### config.mk
export PLATFORM = sky130hd
export DESIGN_NAME = windowed_sample_integrator_core
export DESIGN_NICKNAME = d
export VERILOG_FILES = /design/src/rtl/wsi_pkg.sv /design/src/rtl/wsi_front.sv /design/src/rtl/wsi_term.sv /design/src/rtl/wsi_accum.sv /design/src/rtl/windowed_sample_integrator_core.sv
export SDC_FILE = /design/constraint.sdc
export NUM_CORES = 2
export LEC_CHECK = 0
export ABC_AREA = 1
export BUFFER_PORTS_ARGS = -buffer_cell sky130_fd_sc_hd__buf_2
export CAP_MARGIN = 40
export CORE_MARGIN = 8
export CORE_UTILIZATION = 34
export DETAILED_ROUTE_END_ITERATION = 16
export HOLD_SLACK_MARGIN = 0.08
export PLACE_DENSITY = 0.51
export SLEW_MARGIN = 20
export SYNTH_ARGS = -nofsm -noshare
export SYNTH_HDL_FRONTEND = slang
export SYNTH_SLANG_ARGS = --single-unit
### constraint.sdc
create_clock -name clk -period 18.9 [get_ports clk]
set_input_delay 1.89 -clock clk [delete_from_list [all_inputs] [get_ports clk]]
set_output_delay 1.89 -clock clk [all_outputs]
set_load 0.05 [all_outputs]
### src/rtl/wsi_pkg.sv
// ----------------------------------------------------------------------------
// wsi_pkg
// Types and constants shared by the windowed sample integrator modules.
// ----------------------------------------------------------------------------
package wsi_pkg;

  localparam int unsigned CFG_INDEX_W = 8;
  localparam int unsigned CFG_DATA_W  = 32;

  // register indexes
  localparam logic [CFG_INDEX_W-1:0] REG_REDUCE_MODE   = 8'd0;
  localparam logic [CFG_INDEX_W-1:0] REG_WINDOW_ENABLE = 8'd1;
  localparam logic [CFG_INDEX_W-1:0] REG_WINDOW_LOW    = 8'd2;
  localparam logic [CFG_INDEX_W-1:0] REG_WINDOW_HIGH   = 8'd3;

  // reduction modes
  localparam logic [2:0] MODE_TRAP     = 3'd0;
  localparam logic [2:0] MODE_ABS_TRAP = 3'd1;
  localparam logic [2:0] MODE_SUM      = 3'd2;
  localparam logic [2:0] MODE_ABS_SUM  = 3'd3;
  localparam logic [2:0] MODE_SQUARES  = 3'd4;

  // how the term stage forms the magnitude
  localparam logic [1:0] KIND_NONE   = 2'd0;
  localparam logic [1:0] KIND_HALF   = 2'd1;
  localparam logic [1:0] KIND_SQUARE = 2'd2;
  localparam logic [1:0] KIND_SHIFT  = 2'd3;

  localparam logic signed [31:0] WIN_LOW_RESET  = 32'sh8000_0000;
  localparam logic signed [31:0] WIN_HIGH_RESET = 32'sh7FFF_FFFF;

  localparam logic [63:0] SMAX64  = 64'h7FFF_FFFF_FFFF_FFFF;
  localparam logic [63:0] SMIN64  = 64'h8000_0000_0000_0000;
  localparam logic [15:0] CNT_MAX = 16'hFFFF;

  typedef struct packed {
    logic [2:0]         reduce_mode;
    logic               window_enable;
    logic signed [31:0] window_low;
    logic signed [31:0] window_high;
  } cfg_t;

  typedef struct packed {
    logic        valid;
    logic        take;
    logic        last;
    logic        neg;
    logic [1:0]  kind;
    logic [32:0] opa;
    logic [32:0] opb;
  } op_t;

  typedef struct packed {
    logic        valid;
    logic        take;
    logic        last;
    logic        neg;
    logic [63:0] mag;
  } term_t;

endpackage

### src/rtl/wsi_front.sv
// ----------------------------------------------------------------------------
// wsi_front
// Input register, window decision and operand selection per reduction mode.
// ----------------------------------------------------------------------------
module wsi_front
  import wsi_pkg::*;
(
  input  logic        clk,
  input  logic        rst,
  input  logic        adv,
  input  cfg_t        cfg,
  input  logic        in_valid,
  input  logic [31:0] x_position,
  input  logic [31:0] y_value,
  input  logic        last_sample,
  output op_t         op
);

  logic               s1_valid;
  logic signed [31:0] s1_x;
  logic signed [31:0] s1_y;
  logic               s1_last;

  logic signed [31:0] prev_x;
  logic signed [31:0] prev_y;
  logic               have_point;
  logic               win_closed;

  logic               fire;
  logic               take;
  logic               close;
  logic signed [32:0] dx;
  logic signed [32:0] ys;
  logic [32:0]        dx_mag;
  logic [32:0]        ys_mag;
  logic [31:0]        y_mag;
  op_t                op_next;

  assign fire = s1_valid && adv;

  always_comb begin
    take  = !win_closed;
    close = 1'b0;
    if (take && cfg.window_enable) begin
      if (s1_x < cfg.window_low) begin
        take = 1'b0;
      end else if (s1_x > cfg.window_high) begin
        take  = 1'b0;
        close = 1'b1;
      end
    end
  end

  always_comb begin
    dx     = {s1_x[31], s1_x} - {prev_x[31], prev_x};
    ys     = {s1_y[31], s1_y} + {prev_y[31], prev_y};
    dx_mag = dx[32] ? 33'(-dx) : 33'(dx);
    ys_mag = ys[32] ? 33'(-ys) : 33'(ys);
    y_mag  = s1_y[31] ? 32'(-s1_y) : 32'(s1_y);

    op_next       = '0;
    op_next.valid = s1_valid;
    op_next.take  = take;
    op_next.last  = s1_last;
    unique case (cfg.reduce_mode)
      MODE_TRAP, MODE_ABS_TRAP: begin
        if (have_point) begin
          op_next.kind = KIND_HALF;
          op_next.opa  = dx_mag;
          op_next.opb  = ys_mag;
          op_next.neg  = (cfg.reduce_mode == MODE_TRAP) && (dx[32] != ys[32]);
        end
      end
      MODE_SUM: begin
        op_next.kind = KIND_SHIFT;
        op_next.opa  = {1'b0, y_mag};
        op_next.neg  = s1_y[31];
      end
      MODE_ABS_SUM: begin
        op_next.kind = KIND_SHIFT;
        op_next.opa  = {1'b0, y_mag};
      end
      MODE_SQUARES: begin
        op_next.kind = KIND_SQUARE;
        op_next.opa  = {1'b0, y_mag};
        op_next.opb  = {1'b0, y_mag};
      end
      default: begin
        op_next.kind = KIND_NONE;
      end
    endcase
  end

  always_ff @(posedge clk) begin
    if (rst) begin
      s1_valid <= 1'b0;
    end else if (adv) begin
      s1_valid <= in_valid;
    end
  end

  always_ff @(posedge clk) begin
    if (adv && in_valid) begin
      s1_x    <= x_position;
      s1_y    <= y_value;
      s1_last <= last_sample;
    end
  end

  // per-set state; the final transfer of a set leaves it cleared
  always_ff @(posedge clk) begin
    if (rst) begin
      prev_x     <= '0;
      prev_y     <= '0;
      have_point <= 1'b0;
      win_closed <= 1'b0;
    end else if (fire) begin
      if (s1_last) begin
        prev_x     <= '0;
        prev_y     <= '0;
        have_point <= 1'b0;
        win_closed <= 1'b0;
      end else begin
        if (take) begin
          prev_x     <= s1_x;
          prev_y     <= s1_y;
          have_point <= 1'b1;
        end
        if (close) begin
          win_closed <= 1'b1;
        end
      end
    end
  end

  always_ff @(posedge clk) begin
    if (rst) begin
      op <= '0;
    end else if (adv) begin
      op <= op_next;
    end
  end

endmodule

### src/rtl/wsi_term.sv
// ----------------------------------------------------------------------------
// wsi_term
// Forms the unsigned term magnitude: halved product, square or shifted sample.
// ----------------------------------------------------------------------------
module wsi_term
  import wsi_pkg::*;
(
  input  logic  clk,
  input  logic  rst,
  input  logic  adv,
  input  op_t   op,
  output term_t term
);

  logic [63:0] prod;
  term_t       term_next;

  assign prod = op.opa[31:0] * op.opb[31:0];

  always_comb begin
    term_next       = '0;
    term_next.valid = op.valid;
    term_next.take  = op.take;
    term_next.last  = op.last;
    term_next.neg   = op.neg;
    unique case (op.kind)
      KIND_HALF: begin
        // an operand of exactly 2^32 turns the product into a shift
        if (op.opa[32]) begin
          term_next.mag = {op.opb, 31'b0};
        end else if (op.opb[32]) begin
          term_next.mag = {op.opa, 31'b0};
        end else begin
          term_next.mag = {1'b0, prod[63:1]};
        end
      end
      KIND_SQUARE: term_next.mag = prod;
      KIND_SHIFT:  term_next.mag = {16'b0, op.opa[31:0], 16'b0};
      default:     term_next.mag = '0;
    endcase
  end

  always_ff @(posedge clk) begin
    if (rst) begin
      term <= '0;
    end else if (adv) begin
      term <= term_next;
    end
  end

endmodule

### src/rtl/wsi_accum.sv
// ----------------------------------------------------------------------------
// wsi_accum
// Saturating Q32.32 accumulator, sample count and result register.
// ----------------------------------------------------------------------------
module wsi_accum
  import wsi_pkg::*;
(
  input  logic        clk,
  input  logic        rst,
  input  logic        adv,
  input  term_t       term,
  output logic        hold,
  input  logic        out_ready,
  output logic        out_valid,
  output logic [63:0] total,
  output logic        saturated,
  output logic [15:0] points_used
);

  logic [63:0] run_total;
  logic        clip_seen;
  logic [15:0] count;

  logic        fire;
  logic [65:0] addend;
  logic [65:0] sum;
  logic [63:0] sat_val;
  logic        clipped;
  logic [63:0] total_next;
  logic        clip_next;
  logic [15:0] count_next;

  // a final transfer needs the result register free
  assign hold = term.valid && term.last && out_valid && !out_ready;
  assign fire = term.valid && adv;

  always_comb begin
    addend = term.neg ? 66'(-{2'b0, term.mag}) : {2'b0, term.mag};
    sum    = {{2{run_total[63]}}, run_total} + addend;
    if (!sum[65] && (sum[64:63] != 2'b00)) begin
      sat_val = SMAX64;
      clipped = 1'b1;
    end else if (sum[65] && (sum[64:63] != 2'b11)) begin
      sat_val = SMIN64;
      clipped = 1'b1;
    end else begin
      sat_val = sum[63:0];
      clipped = 1'b0;
    end
    total_next = term.take ? sat_val : run_total;
    clip_next  = clip_seen || (term.take && clipped);
    count_next = (term.take && (count != CNT_MAX)) ? count + 16'd1 : count;
  end

  always_ff @(posedge clk) begin
    if (rst) begin
      run_total <= '0;
      clip_seen <= 1'b0;
      count     <= '0;
    end else if (fire) begin
      if (term.last) begin
        run_total <= '0;
        clip_seen <= 1'b0;
        count     <= '0;
      end else begin
        run_total <= total_next;
        clip_seen <= clip_next;
        count     <= count_next;
      end
    end
  end

  always_ff @(posedge clk) begin
    if (rst) begin
      out_valid <= 1'b0;
    end else if (fire && term.last) begin
      out_valid <= 1'b1;
    end else if (out_ready) begin
      out_valid <= 1'b0;
    end
  end

  always_ff @(posedge clk) begin
    if (fire && term.last) begin
      total       <= total_next;
      saturated   <= clip_next;
      points_used <= count_next;
    end
  end

endmodule

### src/rtl/windowed_sample_integrator_core.sv
// result path: the sample marked last passes the input, operand, term and result registers
// throughput: one sample per cycle when not stalled; the accumulator loop (66-bit add and clamp) sets this
// the input stalls only while a result waits and the next final sample reaches the accumulator
// reset: registers return to their defaults, all per-set state and the pipeline are cleared
// ----------------------------------------------------------------------------
// windowed_sample_integrator_core
// Windowed trapezoid, sum and sum-of-squares reduction of Q16.16 samples.
// ----------------------------------------------------------------------------
module windowed_sample_integrator_core
  import wsi_pkg::*;
(
  input  logic                   clk,
  input  logic                   rst,
  input  logic                   cfg_write,
  input  logic [CFG_INDEX_W-1:0] cfg_index,
  input  logic [CFG_DATA_W-1:0]  cfg_data,
  input  logic                   in_valid,
  output logic                   in_ready,
  input  logic [31:0]            x_position,
  input  logic [31:0]            y_value,
  input  logic                   last_sample,
  output logic                   out_valid,
  input  logic                   out_ready,
  output logic [63:0]            total,
  output logic                   saturated,
  output logic [15:0]            points_used
);

  cfg_t  cfg;
  op_t   op;
  term_t term;
  logic  hold;
  logic  adv;

  assign adv      = !hold;
  assign in_ready = adv;

  always_ff @(posedge clk) begin
    if (rst) begin
      cfg.reduce_mode   <= MODE_TRAP;
      cfg.window_enable <= 1'b0;
      cfg.window_low    <= WIN_LOW_RESET;
      cfg.window_high   <= WIN_HIGH_RESET;
    end else if (cfg_write) begin
      unique case (cfg_index)
        REG_REDUCE_MODE:   cfg.reduce_mode   <= cfg_data[2:0];
        REG_WINDOW_ENABLE: cfg.window_enable <= cfg_data[0];
        REG_WINDOW_LOW:    cfg.window_low    <= cfg_data;
        REG_WINDOW_HIGH:   cfg.window_high   <= cfg_data;
        default: begin
        end
      endcase
    end
  end

  wsi_front u_front (
    .clk         (clk),
    .rst         (rst),
    .adv         (adv),
    .cfg         (cfg),
    .in_valid    (in_valid),
    .x_position  (x_position),
    .y_value     (y_value),
    .last_sample (last_sample),
    .op          (op)
  );

  wsi_term u_term (
    .clk  (clk),
    .rst  (rst),
    .adv  (adv),
    .op   (op),
    .term (term)
  );

  wsi_accum u_accum (
    .clk         (clk),
    .rst         (rst),
    .adv         (adv),
    .term        (term),
    .hold        (hold),
    .out_ready   (out_ready),
    .out_valid   (out_valid),
    .total       (total),
    .saturated   (saturated),
    .points_used (points_used)
  );

`ifndef SYNTHESIS
  // the input only stalls behind a result that is not being taken
  assert property (@(posedge clk) disable iff (rst)
    !in_ready |-> (out_valid && !out_ready))
    else $error("input stalled without a waiting result");

  assert property (@(posedge clk) rst |=> !out_valid)
    else $error("result valid after reset");

  // an empty set reports a zero total and no clipping
  assert property (@(posedge clk) disable iff (rst)
    (out_valid && (points_used == 16'd0)) |-> ((total == 64'd0) && !saturated))
    else $error("empty set with nonzero total");

  // a stage that stalls keeps its item
  assert property (@(posedge clk) disable iff (rst)
    hold |=> (term.valid && term.last))
    else $error("final item lost during stall");
`endif

endmodule

==> metrics.csv <==
metric;value;unit
status;finished, final reports clean;
ANT nets after route;0;
Hold Path Depth;2;
most frequent cells in the layout;nand2_1 (3049), inv_1 (2251), fa_1 (899), a21oi_1 (617), nor2_1 (599);
clock root buffer;clkbuf_16;
type of origin of the critical path;flop;
worst-margin pin slew;0.8834;ns
DR pass1 iterations;9;
worst reg-to-reg path cell count;27;
largest net degree at the start of global routing;143;
Layout area overhead;8.241;%
# IOs;193;
Global Route Usage Sum;0.2242;
synthesized area per cell;6.908;µm²
CTS Buf Count;68;
initial drt markers;4531;
Synth warnings;0;
Post-CTS Setup Bufs;0;
Netlist cell types;56;
pre-CTS setup slack;9.937;ns
drt drc;0;
vias in the first global route;67480;
Core Footprint;209800;µm²
clk_lat worst skew;0.70;ns
RSZ-0062 raised after global routing;no;
I/O Buffers;192;
Initial Util;0.3423;
total power;2.883;mW
antenna violations before repair;7;
routed wire length;257800;µm
Slew Limit Fails;0;
most common cell after layout, fill and taps aside;nand2_1;
Final Instance Count excl. Fillers;13170;
CP arrival;9.32;ns
Post-CTS Resized;0;
Vias/cell;4.947;
routability cong.;0.9811;
cts hold-fix bufs;0;
Finish-stage setup viols;0;
htree depth;3;
chip width;475.5;µm
Synth Instances;10390;
DP Cell Count;13040;
die area;226100;µm²
worst min-delay path class;reg2reg;
#FFs+latches synth;503;
num rows;168;
layout cells sized above 1;0.04874;
per-cell routed wire length;19.58;µm
Fmax;114.9;MHz
Clock Skew;0.04661;ns
flop2flop setup slack;10.20;ns
Pwr Density;37.09;nW/µm²
register area share after synthesis;0.1606;
die height;475.5;µm
sinks on the clock net;503;
mapped cell area;71800;µm²
Final Util;0.3705;
total number of vias;65130;
Final period util;0.4604;
CTS Buffer Depth;3;
global-route wire length before repair;396900;µm
setup TNS;0;ns
Final #Nets;11780;
Slew headroom;0.4048;
Lkg Pwr;41.94;nW
Min Clock Period, post-route;8.702;ns
detailed-placement wirelength estimate;201100;µm
clk slew on worst S/H paths;0.07;ns
Mapped Nets;11860;
final hold violation count;0;
Crit. End Element;flop;
CTS tree;built;
crit-path max FO;23;
maximum vdd drop;67.95;µV
max cap viols;0;
PnR worst setup slack;10.20;ns
critical path required time;19.51;ns
grt total ovfl;0;
Critical Setup Path Class;reg2reg;
==> metal layers <==
metal | routed length, µm | global-route usage
met5 | 13 | 0
met4 | 7789 | 0.06007
met3 | 13020 | 0.02583
met2 | 123300 | 0.3913
met1 | 113600 | 0.2946
==> path summary, 6_finish.rpt <==
kind,startpoint,end
worst max-delay path,u_front.op[39]$_SDFFE_PP0N_,u_term.term[43]$_SDFFE_PP0N_
worst min-delay path,cfg[43]$_SDFFE_PP0P_,cfg[43]$_SDFFE_PP0P_
worst max register to register,u_front.op[39]$_SDFFE_PP0N_,u_term.term[43]$_SDFFE_PP0N_
worst min register to register,cfg[43]$_SDFFE_PP0P_,cfg[43]$_SDFFE_PP0P_
==> critical path, cell delays in order (launching register included) <==
cell     delay, ns
dfxtp_1       0.78
buf_4         0.49
nand2_1       0.14
fa_1          0.53
inv_1         0.07
fa_1          0.49
inv_1         0.05
fa_1          0.55
inv_1         0.05
fa_1          0.50
fa_1          0.43
fa_1          0.44
fa_1          0.55
fa_1          0.44
ha_1          0.50
nand2_1       0.15
nor2_1        0.19
inv_1         0.17
nor4_1        0.69
nand2_1       0.27
nand3_1       0.20
nand3_1       0.11
nand2_1       0.08
o21ai_0       0.08
o21ai_0       0.16
buf_2         0.22
nand2_1       0.08
a21oi_1       0.14
==> state kept, by name, indices dropped and copies added, names as in the netlist <==
name and cells:
u_front.have_point 1, u_front.prev_y 32, cfg 68, u_term.term 68, u_front.s1_last 1, u_accum.points_used 16, u_front.s1_valid 1, u_front.op 72
u_front.s1_y 32, u_front.win_closed 1, u_accum.total 64, u_accum.count 16, u_accum.out_valid 1, u_accum.run_total 64, u_front.s1_x 32, u_accum.clip_seen 1
u_accum.saturated 1, u_front.prev_x 32
==> cell usage after synthesis, drive strengths merged <==
cell	instances	area, µm²
a211oi	5	37.54
a21boi	74	555.5
a21o	24	180.2
a21oi	618	3104
a221oi	5	43.79
a22oi	1	7.510
a2bb2oi	1	8.760
a31oi	31	193.9
a32o	1	10.01
a41oi	1	8.760
and2	8	50.05
and3	4	25.02
buf	60	322.8
clkbuf	398	1494
clkinv	5	18.77
dfxtp	357	7147
edfxtp	146	4384
fa	899	18000
ha	460	5756
inv	2258	8476
nand2	3054	11470
nand3	504	2527
nand3b	29	217.7
nand4	68	425.4
nor2	608	2292
nor3	77	395.4
nor3b	2	15.01
nor4	25	156.4
o2111ai	5	43.79
o211ai	53	397.9
o21a	15	112.6
o21ai	286	1454
o21bai	26	195.2
o221ai	2	17.52
o22ai	16	100.1
o31ai	5	37.54
o41ai	2	17.52
or2	73	456.7
or4	1	7.510
xnor2	47	411.6
xor2	140	1226
==> per-stage QoR <==
step / area, µm² / hold slack, ns
4_1_cts: 77630 / 0.4643
3_5_place_dp: 75410 / 0.4550
2_1_floorplan: 71800 / 0.4289
5_1_grt: 77720 / 0.4787
6_report: 77720 / 0.4594
3_3_place_gp: 75280 / 0.4470
==> cell type report <==
cell class / count / area, µm²
Fill cell: 22490 / 132100
Multi-Input combinational cell: 7170 / 50020
Sequential cell: 503 / 11530
Inverter: 2263 / 8497
Tap cell: 2805 / 3510
Timing Repair Buffer: 301 / 1943
Clock buffer: 99 / 1901
Clock inverter: 25 / 312.8
Antenna cell: 1 / 2.502
==> cell families after synthesis <==
family | share of synthesized area
buffers and inverters | 0.1436
flip-flops | 0.1606
AND/OR/NAND/NOR | 0.2513
XOR/XNOR | 0.02281
AO/OA/AOI/OAI | 0.09089
adder cells (fa/ha/maj) | 0.3308
==> report_power, final <==
group          switching [mW]  leakage [nW]  internal, mW
Combinational           0.299          36.6         0.119
Sequential             0.0235          4.26          1.13
Clock                   0.559          1.06         0.752
Total                   0.882          41.9          2.00
Power figures use the tool's default switching activity.
